$ cat src/hw/rtl/hscp_pkg.sv
package hscp_pkg;

  localparam int unsigned StatusDigits = 3;
  localparam int unsigned PrefixLen    = 9;
  localparam logic [7:0]  Wildcard     = 8'h2a;
  localparam logic [7:0]  DigitZero    = 8'h30;

  typedef enum logic [1:0] {
    PhMatch  = 2'b01,
    PhDigits = 2'b10
  } phase_e;

  typedef struct packed {
    phase_e      phase;
    logic [3:0]  match_pos;
    logic [1:0]  digits_seen;
    logic [15:0] code_sum;
  } state_t;

  localparam state_t StateReset = '{
    phase:       PhMatch,
    match_pos:   4'd0,
    digits_seen: 2'd0,
    code_sum:    16'd0
  };

  typedef struct packed {
    logic        emit;
    logic        status;
    logic [15:0] code;
  } result_t;

  // "HTTP/*.* "
  function automatic logic [7:0] prefix_char(input logic [3:0] pos);
    logic [7:0] c;
    case (pos)
      4'd0:    c = 8'h48;
      4'd1:    c = 8'h54;
      4'd2:    c = 8'h54;
      4'd3:    c = 8'h50;
      4'd4:    c = 8'h2f;
      4'd5:    c = Wildcard;
      4'd6:    c = 8'h2e;
      4'd7:    c = Wildcard;
      4'd8:    c = 8'h20;
      default: c = 8'h48;
    endcase
    return c;
  endfunction

endpackage

$ cat src/hw/rtl/http_status_code_parser.sv
// HTTP status line code parser.
// Input channel: in_valid_i / in_stall_o carries one request per item, either a
// received byte (in_kind_i = 0, in_data_byte_i) or a link disconnect (in_kind_i = 1).
// Output channel: out_valid_o / out_stall_i carries a result: out_status_o = 0 with
// the three-digit code in out_code_o, or out_status_o = 1 (code 0) on disconnect.
// Bytes matching the "HTTP/x.y " prefix and the first digits produce no result.
// Flow: a request accepted into the input register is parsed there and, when it
// advances, its result is written into the result register.
// Throughput: one request per cycle unless the input stalls; the parse step (prefix
// compare or a multiply-by-ten and add) is combinational between the two registers.
// When the receiver stalls, the result register holds; a byte that causes no
// result still moves through, and the input side stalls only when a new result
// finds the result register full and stalled.
// Reset clears the parser state and empties both registers.
module http_status_code_parser #(
  parameter int unsigned StatusDigits = hscp_pkg::StatusDigits
) (
  input  logic               clk_i,
  input  logic               rst_ni,
  input  logic               in_valid_i,
  output logic               in_stall_o,
  input  logic               in_kind_i,
  input  logic [7:0]         in_data_byte_i,
  output logic               out_valid_o,
  input  logic               out_stall_i,
  output logic               out_status_o,
  output logic signed [15:0] out_code_o
);

  logic              in_valid_q, in_valid_d;
  logic              kind_q;
  logic [7:0]        byte_q;
  hscp_pkg::state_t  state_q, state_d;
  hscp_pkg::result_t res;
  logic              out_valid_q, out_valid_d;
  logic              status_q;
  logic [15:0]       code_q;
  logic              accept;
  logic              advance;

  hscp_step #(
    .StatusDigits(StatusDigits)
  ) u_step (
    .state_i    (state_q),
    .kind_i     (kind_q),
    .data_byte_i(byte_q),
    .state_o    (state_d),
    .result_o   (res)
  );

  assign advance    = in_valid_q && (!res.emit || !out_valid_q || !out_stall_i);
  assign in_stall_o = in_valid_q && !advance;
  assign accept     = in_valid_i && !in_stall_o;

  always_comb begin
    in_valid_d = in_valid_q;
    if (accept) begin
      in_valid_d = 1'b1;
    end else if (advance) begin
      in_valid_d = 1'b0;
    end
    out_valid_d = out_valid_q;
    if (advance && res.emit) begin
      out_valid_d = 1'b1;
    end else if (out_valid_q && !out_stall_i) begin
      out_valid_d = 1'b0;
    end
  end

  always_ff @(posedge clk_i or negedge rst_ni) begin
    if (!rst_ni) begin
      in_valid_q  <= 1'b0;
      out_valid_q <= 1'b0;
      state_q     <= hscp_pkg::StateReset;
    end else begin
      in_valid_q  <= in_valid_d;
      out_valid_q <= out_valid_d;
      if (advance) begin
        state_q <= state_d;
      end
    end
  end

  always_ff @(posedge clk_i) begin
    if (accept) begin
      kind_q <= in_kind_i;
      byte_q <= in_data_byte_i;
    end
    if (advance && res.emit) begin
      status_q <= res.status;
      code_q   <= res.code;
    end
  end

  assign out_valid_o  = out_valid_q;
  assign out_status_o = status_q;
  assign out_code_o   = code_q;

`ifndef SYNTH
  a_disc_code_zero: assert property (@(posedge clk_i) disable iff (!rst_ni)
    out_valid_o && out_status_o |-> out_code_o == 16'sd0)
    else $error("disconnect result with nonzero code");

  a_pos_range: assert property (@(posedge clk_i) disable iff (!rst_ni)
    state_q.match_pos < 4'(hscp_pkg::PrefixLen))
    else $error("match position out of range");

  a_digits_phase: assert property (@(posedge clk_i) disable iff (!rst_ni)
    state_q.phase == hscp_pkg::PhMatch |-> state_q.digits_seen == 2'd0
      && state_q.code_sum == 16'd0)
    else $error("digit state set while matching prefix");

  a_disc_clears: assert property (@(posedge clk_i) disable iff (!rst_ni)
    advance && kind_q |=> state_q == hscp_pkg::StateReset)
    else $error("disconnect did not clear state");

  a_no_overwrite: assert property (@(posedge clk_i) disable iff (!rst_ni)
    out_valid_q && out_stall_i |-> !(advance && res.emit))
    else $error("result register overwritten while stalled");
`endif

endmodule

$ cat src/hw/rtl/hscp_step.sv
module hscp_step #(
  parameter int unsigned StatusDigits = hscp_pkg::StatusDigits
) (
  input  hscp_pkg::state_t  state_i,
  input  logic              kind_i,
  input  logic [7:0]        data_byte_i,
  output hscp_pkg::state_t  state_o,
  output hscp_pkg::result_t result_o
);

  logic [3:0]  pos;
  logic [3:0]  pos_inc;
  logic [7:0]  pat;
  logic        hit;
  logic [15:0] sum;
  logic [1:0]  dig_inc;
  logic        done;

  always_comb begin
    pos = (state_i.match_pos >= 4'(hscp_pkg::PrefixLen)) ? 4'd0 : state_i.match_pos;
    pos_inc = pos + 4'd1;
    pat = hscp_pkg::prefix_char(pos);
    hit = (pat == hscp_pkg::Wildcard) || (data_byte_i == pat);
    // code * 10 + signed byte - '0', wraps at 16 bits
    sum = (state_i.code_sum << 3) + (state_i.code_sum << 1)
        + {{8{data_byte_i[7]}}, data_byte_i} - {8'd0, hscp_pkg::DigitZero};
    dig_inc = state_i.digits_seen + 2'd1;
    done = (dig_inc >= 2'(StatusDigits)) || (dig_inc == 2'd0);
  end

  always_comb begin
    state_o  = state_i;
    result_o = '{emit: 1'b0, status: 1'b0, code: 16'd0};
    if (kind_i) begin
      state_o  = hscp_pkg::StateReset;
      result_o = '{emit: 1'b1, status: 1'b1, code: 16'd0};
    end else if (state_i.phase == hscp_pkg::PhMatch) begin
      if (!hit) begin
        state_o.match_pos = 4'd0;
      end else if (pos_inc >= 4'(hscp_pkg::PrefixLen)) begin
        state_o = '{phase: hscp_pkg::PhDigits, match_pos: 4'd0,
                    digits_seen: 2'd0, code_sum: 16'd0};
      end else begin
        state_o.match_pos = pos_inc;
      end
    end else begin
      if (done) begin
        state_o  = hscp_pkg::StateReset;
        result_o = '{emit: 1'b1, status: 1'b0, code: sum};
      end else begin
        state_o.digits_seen = dig_inc;
        state_o.code_sum    = sum;
      end
    end
  end

endmodule
$ cat config.mk
export PLATFORM = sky130hd
export DESIGN_NAME = http_status_code_parser
export DESIGN_NICKNAME = d
export VERILOG_FILES = /design/src/hw/rtl/hscp_pkg.sv /design/src/hw/rtl/http_status_code_parser.sv /design/src/hw/rtl/hscp_step.sv
export SDC_FILE = /design/constraint.sdc
export NUM_CORES = 1
export LEC_CHECK = 0
export BUFFER_PORTS_ARGS = -buffer_cell sky130_fd_sc_hd__buf_2
export CAP_MARGIN = 20
export CELL_PAD_IN_SITES_DETAIL_PLACEMENT = 0
export CELL_PAD_IN_SITES_GLOBAL_PLACEMENT = 2
export CORE_AREA = 2 2 114 116
export CTS_CLUSTER_DIAMETER = 50
export DETAILED_ROUTE_END_ITERATION = 10
export DIE_AREA = 0 0 116 118
export PLACE_DENSITY = 0.66
export SLEW_MARGIN = 30
export SYNTH_ARGS = -nofsm -noshare
export SYNTH_HDL_FRONTEND = slang
export SYNTH_SLANG_ARGS = --single-unit
$ cat constraint.sdc
create_clock -name clk_i -period 3.1 [get_ports clk_i]
set_input_delay 0.155 -clock clk_i [delete_from_list [all_inputs] [get_ports clk_i]]
set_output_delay 0.155 -clock clk_i [all_outputs]
set_load 0.05 [all_outputs]
# ---- After elaboration in Yosys (flattened, before gate mapping)
# Memory sizes are Yosys's and may differ from the RTL's.
# Cells that the tools add are included.
dict set report op_classes {
  n_eq_ne 5
  add_sub_neg 5
  bitwise_logic 1
  muxes 18
  order_cmp 3
  reduce_logical 22
}
# op n
set op_table {}
lappend op_table {{18-bit two-way mux} 6}
lappend op_table {{24-bit two-way mux} 2}
lappend op_table {{16-bit adder} 2}
lappend op_table {{16-bit by 6-bit subtractor with 16-bit output (second input constant)} 1}
lappend op_table {{4-bit two-way mux} 3}
lappend op_table {{8-bit by 6-bit == test with 1-bit output (second input constant)} 1}
lappend op_table {{8-bit == test} 1}
lappend op_table {{4-bit >= comparator (second input constant)} 2}
lappend op_table {{6-bit two-way mux} 1}
lappend op_table {{1-bit logical AND} 5}
lappend op_table {{1-bit zero test} 5}
lappend op_table {{4-bit by 1-bit adder with 4-bit output (second input constant)} 1}
lappend op_table {{1-bit logical OR} 4}
lappend op_table {{1-bit two-way mux} 4}
lappend op_table {{2-bit two-way mux} 2}
lappend op_table {{4-bit AND reduction} 1}
lappend op_table {{2-bit nonzero test} 2}
lappend op_table {{3-bit by 2-bit inequality test with 1-bit output (second input constant)} 1}
lappend op_table {{3-bit inequality test (second input constant)} 1}
lappend op_table {{3-bit AND reduction} 1}
lappend op_table {{3-bit nonzero test} 1}
lappend op_table {{3-bit OR reduction} 1}
lappend op_table {{2-bit by 1-bit adder with 2-bit output (second input constant)} 1}
lappend op_table {{2-bit by 1-bit == test with 1-bit output (second input constant)} 1}
lappend op_table {{other kinds (4)} 4}
dict set report totals {
  in_bits 13
  wordCells 65
  out_inout_bits 19
  n_memories 1
  ff_bits 51
  romBits 112
}
# name words width rd rd_ports_with_merged_regs wr line_no
set memory_table {}
lappend memory_table {{(no name shown)} 16 7 1 0 0 hscp_pkg.sv:36} ;# case (pos)

# ---- Logic depth before layout (Yosys ltp)
dict set report depth {
  word_depth 15
  depth_mapped 13
  ltp_nobuf 13
}

# ---- Cells and area by module
# From an unflattened synthesis, not the netlist that was laid out.
dict set report unflattened {
  hier_cells 422
  hier_area_um2 4221.5
}
# module cells_each area_each_um2 instances
set modules_own_cells {}
lappend modules_own_cells {http_status_code_parser 174 2259.7 1}
lappend modules_own_cells {hscp_step 248 1961.9 1}

# ---- Worst setup path before layout
# OpenSTA, ideal clock, no wires.
dict set report synth_timing {
  kind {reg2reg}
  start {reg byte_q[3]}
  end {reg code_q[15] (netlist: out_code_o[15]) (data pin)}
  arrival_time_ns 2.987
  path_buffers 0
  path_slack_ns -0.147
  stages_incl_launch_ff 14
  period_less_slack_ns 3.247
  cell_sequence {edfxtp_1 -> inv_1 -> fa_1 -> inv_1 -> ha_1 -> ha_1 -> inv_1 -> fa_1 -> nor2b_1 -> o31a_1 -> o211ai_1 -> a2111oi_0 -> o21ai_0 -> nor3b_1}
}
dict set report synth_via {
  elab_chain_len 2
}
# item line_no
set synth_lines {}
lappend synth_lines {{from (decl)} http_status_code_parser.sv:32} ;# logic [7:0] byte_q;
lappend synth_lines {{from (signal assigned)} http_status_code_parser.sv:87} ;# byte_q <= in_data_byte_i;
lappend synth_lines {{16-bit adder} hscp_step.sv:26} ;# + {{8{data_byte_i[7]}}, data_byte_i} - {8'd0, hscp_pkg::DigitZero};
lappend synth_lines {{16-bit by 6-bit subtractor with 16-bit output} hscp_step.sv:26}
lappend synth_lines {{to (signal assigned)} http_status_code_parser.sv:91} ;# code_q <= res.code;
lappend synth_lines {{to (decl)} http_status_code_parser.sv:37} ;# logic [15:0] code_q;
# Every way passes these cells.
# A chain may end at the register's enable or synchronous reset.

# ---- Worst setup path after layout
dict set report layout_timing {
  start {reg state_q[2] (netlist name)}
  end {reg state_q[13] (netlist name)}
}
dict set report layout_via {
  elab_chain_len 6
}
# item line_no
set layout_lines {}
lappend layout_lines {{from (decl)} http_status_code_parser.sv:33} ;# hscp_pkg::state_t state_q, state_d;
lappend layout_lines {{from (signal assigned)} http_status_code_parser.sv:74} ;# state_q <= hscp_pkg::StateReset;
lappend layout_lines {{from (signal assigned)} http_status_code_parser.sv:79} ;# state_q <= state_d;
lappend layout_lines {{16-bit adder} hscp_step.sv:25} ;# sum = (state_i.code_sum << 3) + (state_i.code_sum << 1)
lappend layout_lines {{16-bit adder} hscp_step.sv:26}
lappend layout_lines {{16-bit by 6-bit subtractor with 16-bit output} hscp_step.sv:26}
lappend layout_lines {{18-bit two-way mux} hscp_step.sv:47} ;# if (done) begin
lappend layout_lines {{24-bit two-way mux} hscp_step.sv:37} ;# end else if (state_i.phase == hscp_pkg::PhMatch) begin
lappend layout_lines {{24-bit two-way mux} hscp_step.sv:34} ;# if (kind_i) begin
# Every way passes these cells.

==> impl_metrics.csv <==
group,metric,value,unit
drt,totalWireLength,8370,µm
floorplanning,floorplan.die.height,118,µm
run_status,failed_checks,"negative setup slack",
finish,antenna_cells_inserted,0,
synthesis,synthesis.yosys.warnings,0,
timing,grt_setup_unrepaired,"true",
synthesis,mappedNetlistArea,3560,µm²
synthesis,synth_edf_count,26,
critical_path,end_kind,"register",
synthesis,total_nets_after_synthesis,399,
clocking,root_buffer,"clkbuf_16",
synthesis,post_synth.cell_area_avg,10.4,µm²
global_routing,grt_max_degree,26,
floorplanning,die_area,13700,µm²
placed_design,globalplace.congestion,0.803,
drt,via_count,2654,
global_routing,number_of_global_route_vias_before_repair,2613,
floorplanning,ioPinCount,32,
synthesis,synth_sequential_area_ratio,39.6,%
drt,vias_per_cell,4.53,
min_path,hp-class,"input pin to register",
clocking,cts_htree_levels,2,
critical_path,critical_setup_path_kind,"register to register",
timing,timing.max_slew.rel_slack,51.6,%
timing,timing.final.crit_period,3.25,ns
timing,period_utilization,105,%
timing,timing.final.hold_violations,0,
clocking,tritoncts_clock_tree,"yes",
synthesis,post_synth_inst_count,341,
timing,postLayoutSetupSlackWorst,-0.149,ns
global_routing,grt.met3_usage,1.85,%
drt,drt_pass1_iterations,4,
synthesis,synth.top_cells.by_area,"edfxtp_1, dfrtp_1, ha_1",
timing,total_setup_violations_reported_at_the_end_of_the_flow,5,
drt,final_antenna_violating_net_count,0,
run_status,run_status,"complete, but fails checks",
global_routing,gr-usage-all-layers,12.5,%
placed_design,dp.final_hpwl,6350,µm
finish,multi_input_gate_area,2130,µm²
synthesis,postSynthRegisterBits,51,
floorplanning,initial_utilization,28.7,%
critical_path,worst_ep_required,3.31,ns
drt,1st_iter_drt_viols,85,
global_routing,globalRoute.totalOverflow,0,
global_routing,groute.layer.met1.usage,17.3,%
timing,transition_at_the_pin_with_the_smallest_max_transition_slack,0.720,ns
synthesis,synth.top_cell.area_share,21.9,%
critical_path,critical_path_arrival,3.46,ns
synthesis,synth-async-reset-ratio,49.0,%
flow_run,max_cap_viol,0,
finish,final-seq-area,1410,µm²
floorplanning,placeableCoreArea,12400,µm²
synthesis,yosysTopAreaCell,"edfxtp_1",
critical_path,critical_path.startpoint_type,"register",
min_path,hold_path_depth,1,
floorplanning,fp.dieW,116,µm
global_routing,grt_pass1_wl,13400,µm
clocking,cts_inserted_buffers,5,
placed_design,port-buffer-count,31,
clocking,tritoncts_num_sinks,51,
global_routing,initial_antenna_violation_count,0,
clocking,clock_insertion_delay_at_the_later_pin_of_the_skew_report,0.30,ns
finish,fin_nets,471,
critical_path,worstRegToRegCells,14,
finish,fillers,1288,
drt,post-route-drc-count,0,
clocking,clk_pin_slew_worst_paths,0.07,ns
synthesis,synth-main-ff-cell,"edfxtp_1",
finish,area_growth,28.5,%
timing,setup_total_neg_slack,-0.413,ns
finish,layout_cell_share_with_drive_strength_beyond_1,28.3,%
global_routing,grt_use_met2,20.3,%
floorplanning,num_rows,41,
clocking,cts_max_path_buffers,2,
timing,final-max-slew-violation-count,0,
synthesis,yosys.cell_count.top_type,"inv_1",
synthesis,synth_top_cells_by_count,"inv_1, ha_1, nand2_1, edfxtp_1, nor2_1",
global_routing,grt_busiest_layer,"met2",
timing,fmax,0.308,GHz
critical_path,worstPathMaxFanout,3,
timing,clock-skew-final,0.00720,ns
synthesis,netlist-cell-type-count,55,
drt,wl_per_cell,14.3,µm
## what timing repair did
item,4_1_cts,5_1_grt
endpoints found under the hold margin,24,0
resized for setup,14,26
endpoints found under the setup margin,12,17
pin swaps,4,20
hold buffers,1,0
setup buffers,0,9
## per-layer routing
| layer | up-vias | share of wire (%) |
|---|---|---|
| li1 | 1321 | - |
| met1 | 1289 | 49 |
| met2 | 38 | 48 |
| met3 | 6 | 2.3 |
| met4 | 0 | 1.3 |
| met5 | - | 0 |
## cells in the final DEF, fill, tap and decap left out, types with 7 or more instances in the layout
cell type and count:
a21oi_1 9, buf_2 31, buf_4 37, dfrtp_1 24
edfxtp_1 26, fa_1 12, ha_1 24, ha_4 8
inv_1 51, mux2_1 7, mux2i_1 8, nand2_1 28
nand2b_1 7, nor2_1 25, o21ai_0 7, xnor2_1 7
## final timing paths
| kind | from | to | slack, ns |
|---|---|---|---|
| setup / recovery | state_q[2]$_DFFE_PN0P_ | state_q[13]$_DFFE_PN0P_ | -0.15 |
| hold / removal | in_kind_i | kind_q$_DFFE_PP_ | 0.03 |
| setup reg to reg | state_q[2]$_DFFE_PN0P_ | state_q[13]$_DFFE_PN0P_ | -0.15 |
| hold reg to reg | state_q[11]$_DFFE_PN0P_ | state_q[11]$_DFFE_PN0P_ | 0.49 |
| max in group asynchronous | rst_ni | state_q[12]$_DFFE_PN0P_ | 2.22 |
| min in group asynchronous | rst_ni | state_q[1]$_DFFE_PN0P_ | 0.43 |
## cells by family after synthesis
family	synth area share, %
AO/OA/AOI/OAI	12.8
XOR/XNOR	3.69
adder cells (fa/ha/maj)	18.6
buffers and inverters	6.79
flip-flops	39.6
multiplexers	4.75
AND/OR/NAND/NOR	13.8
## per-stage QoR
step	worst slack [ns]	hold slack, ns	util, %	instances	area, µm²
final	-0.149	0.0279	36.8	586	4570
after global routing	-0.282	0.0142	36.8	586	4570
after CTS	-0.155	0.0201	34.9	577	4330
after detailed placement	-0.217	0.213	33.2	568	4120
after global placement	-0.159	0.224	33.2	568	4120
after floorplan	0.00587	-0.141	-	341	3560
## final cells by class
type	count	share of cell area (%)
inverters	56	4.60
well taps	172	4.71
repair buffers	70	10.1
multi-input cells	229	46.7
clock buffers	6	2.82
flip-flops and latches	51	30.8
clock inverters	2	0.274
## worst max-delay path: stages, from the launching register on
cell and delay, ns:
dfrtp_1 0.33, inv_1 0.07, buf_4 0.14, fa_1 0.51, inv_1 0.07, ha_4 0.27, ha_4 0.19, nor2b_2 0.15
o31a_1 0.32, o211ai_1 0.32, buf_4 0.18, mux2i_2 0.22, a211oi_2 0.07, buf_4 0.16, o31ai_2 0.16
## state kept, by name, indices dropped and copies added (netlist names)
register / flops
state_q: 23
out_code_o: 16
byte_q: 8
in_valid_q: 1
kind_q: 1
out_status_o: 1
out_valid_o: 1
Power is not shown: default switching activity piles up to over one toggle a cycle in this logic, so the estimate is an artifact.
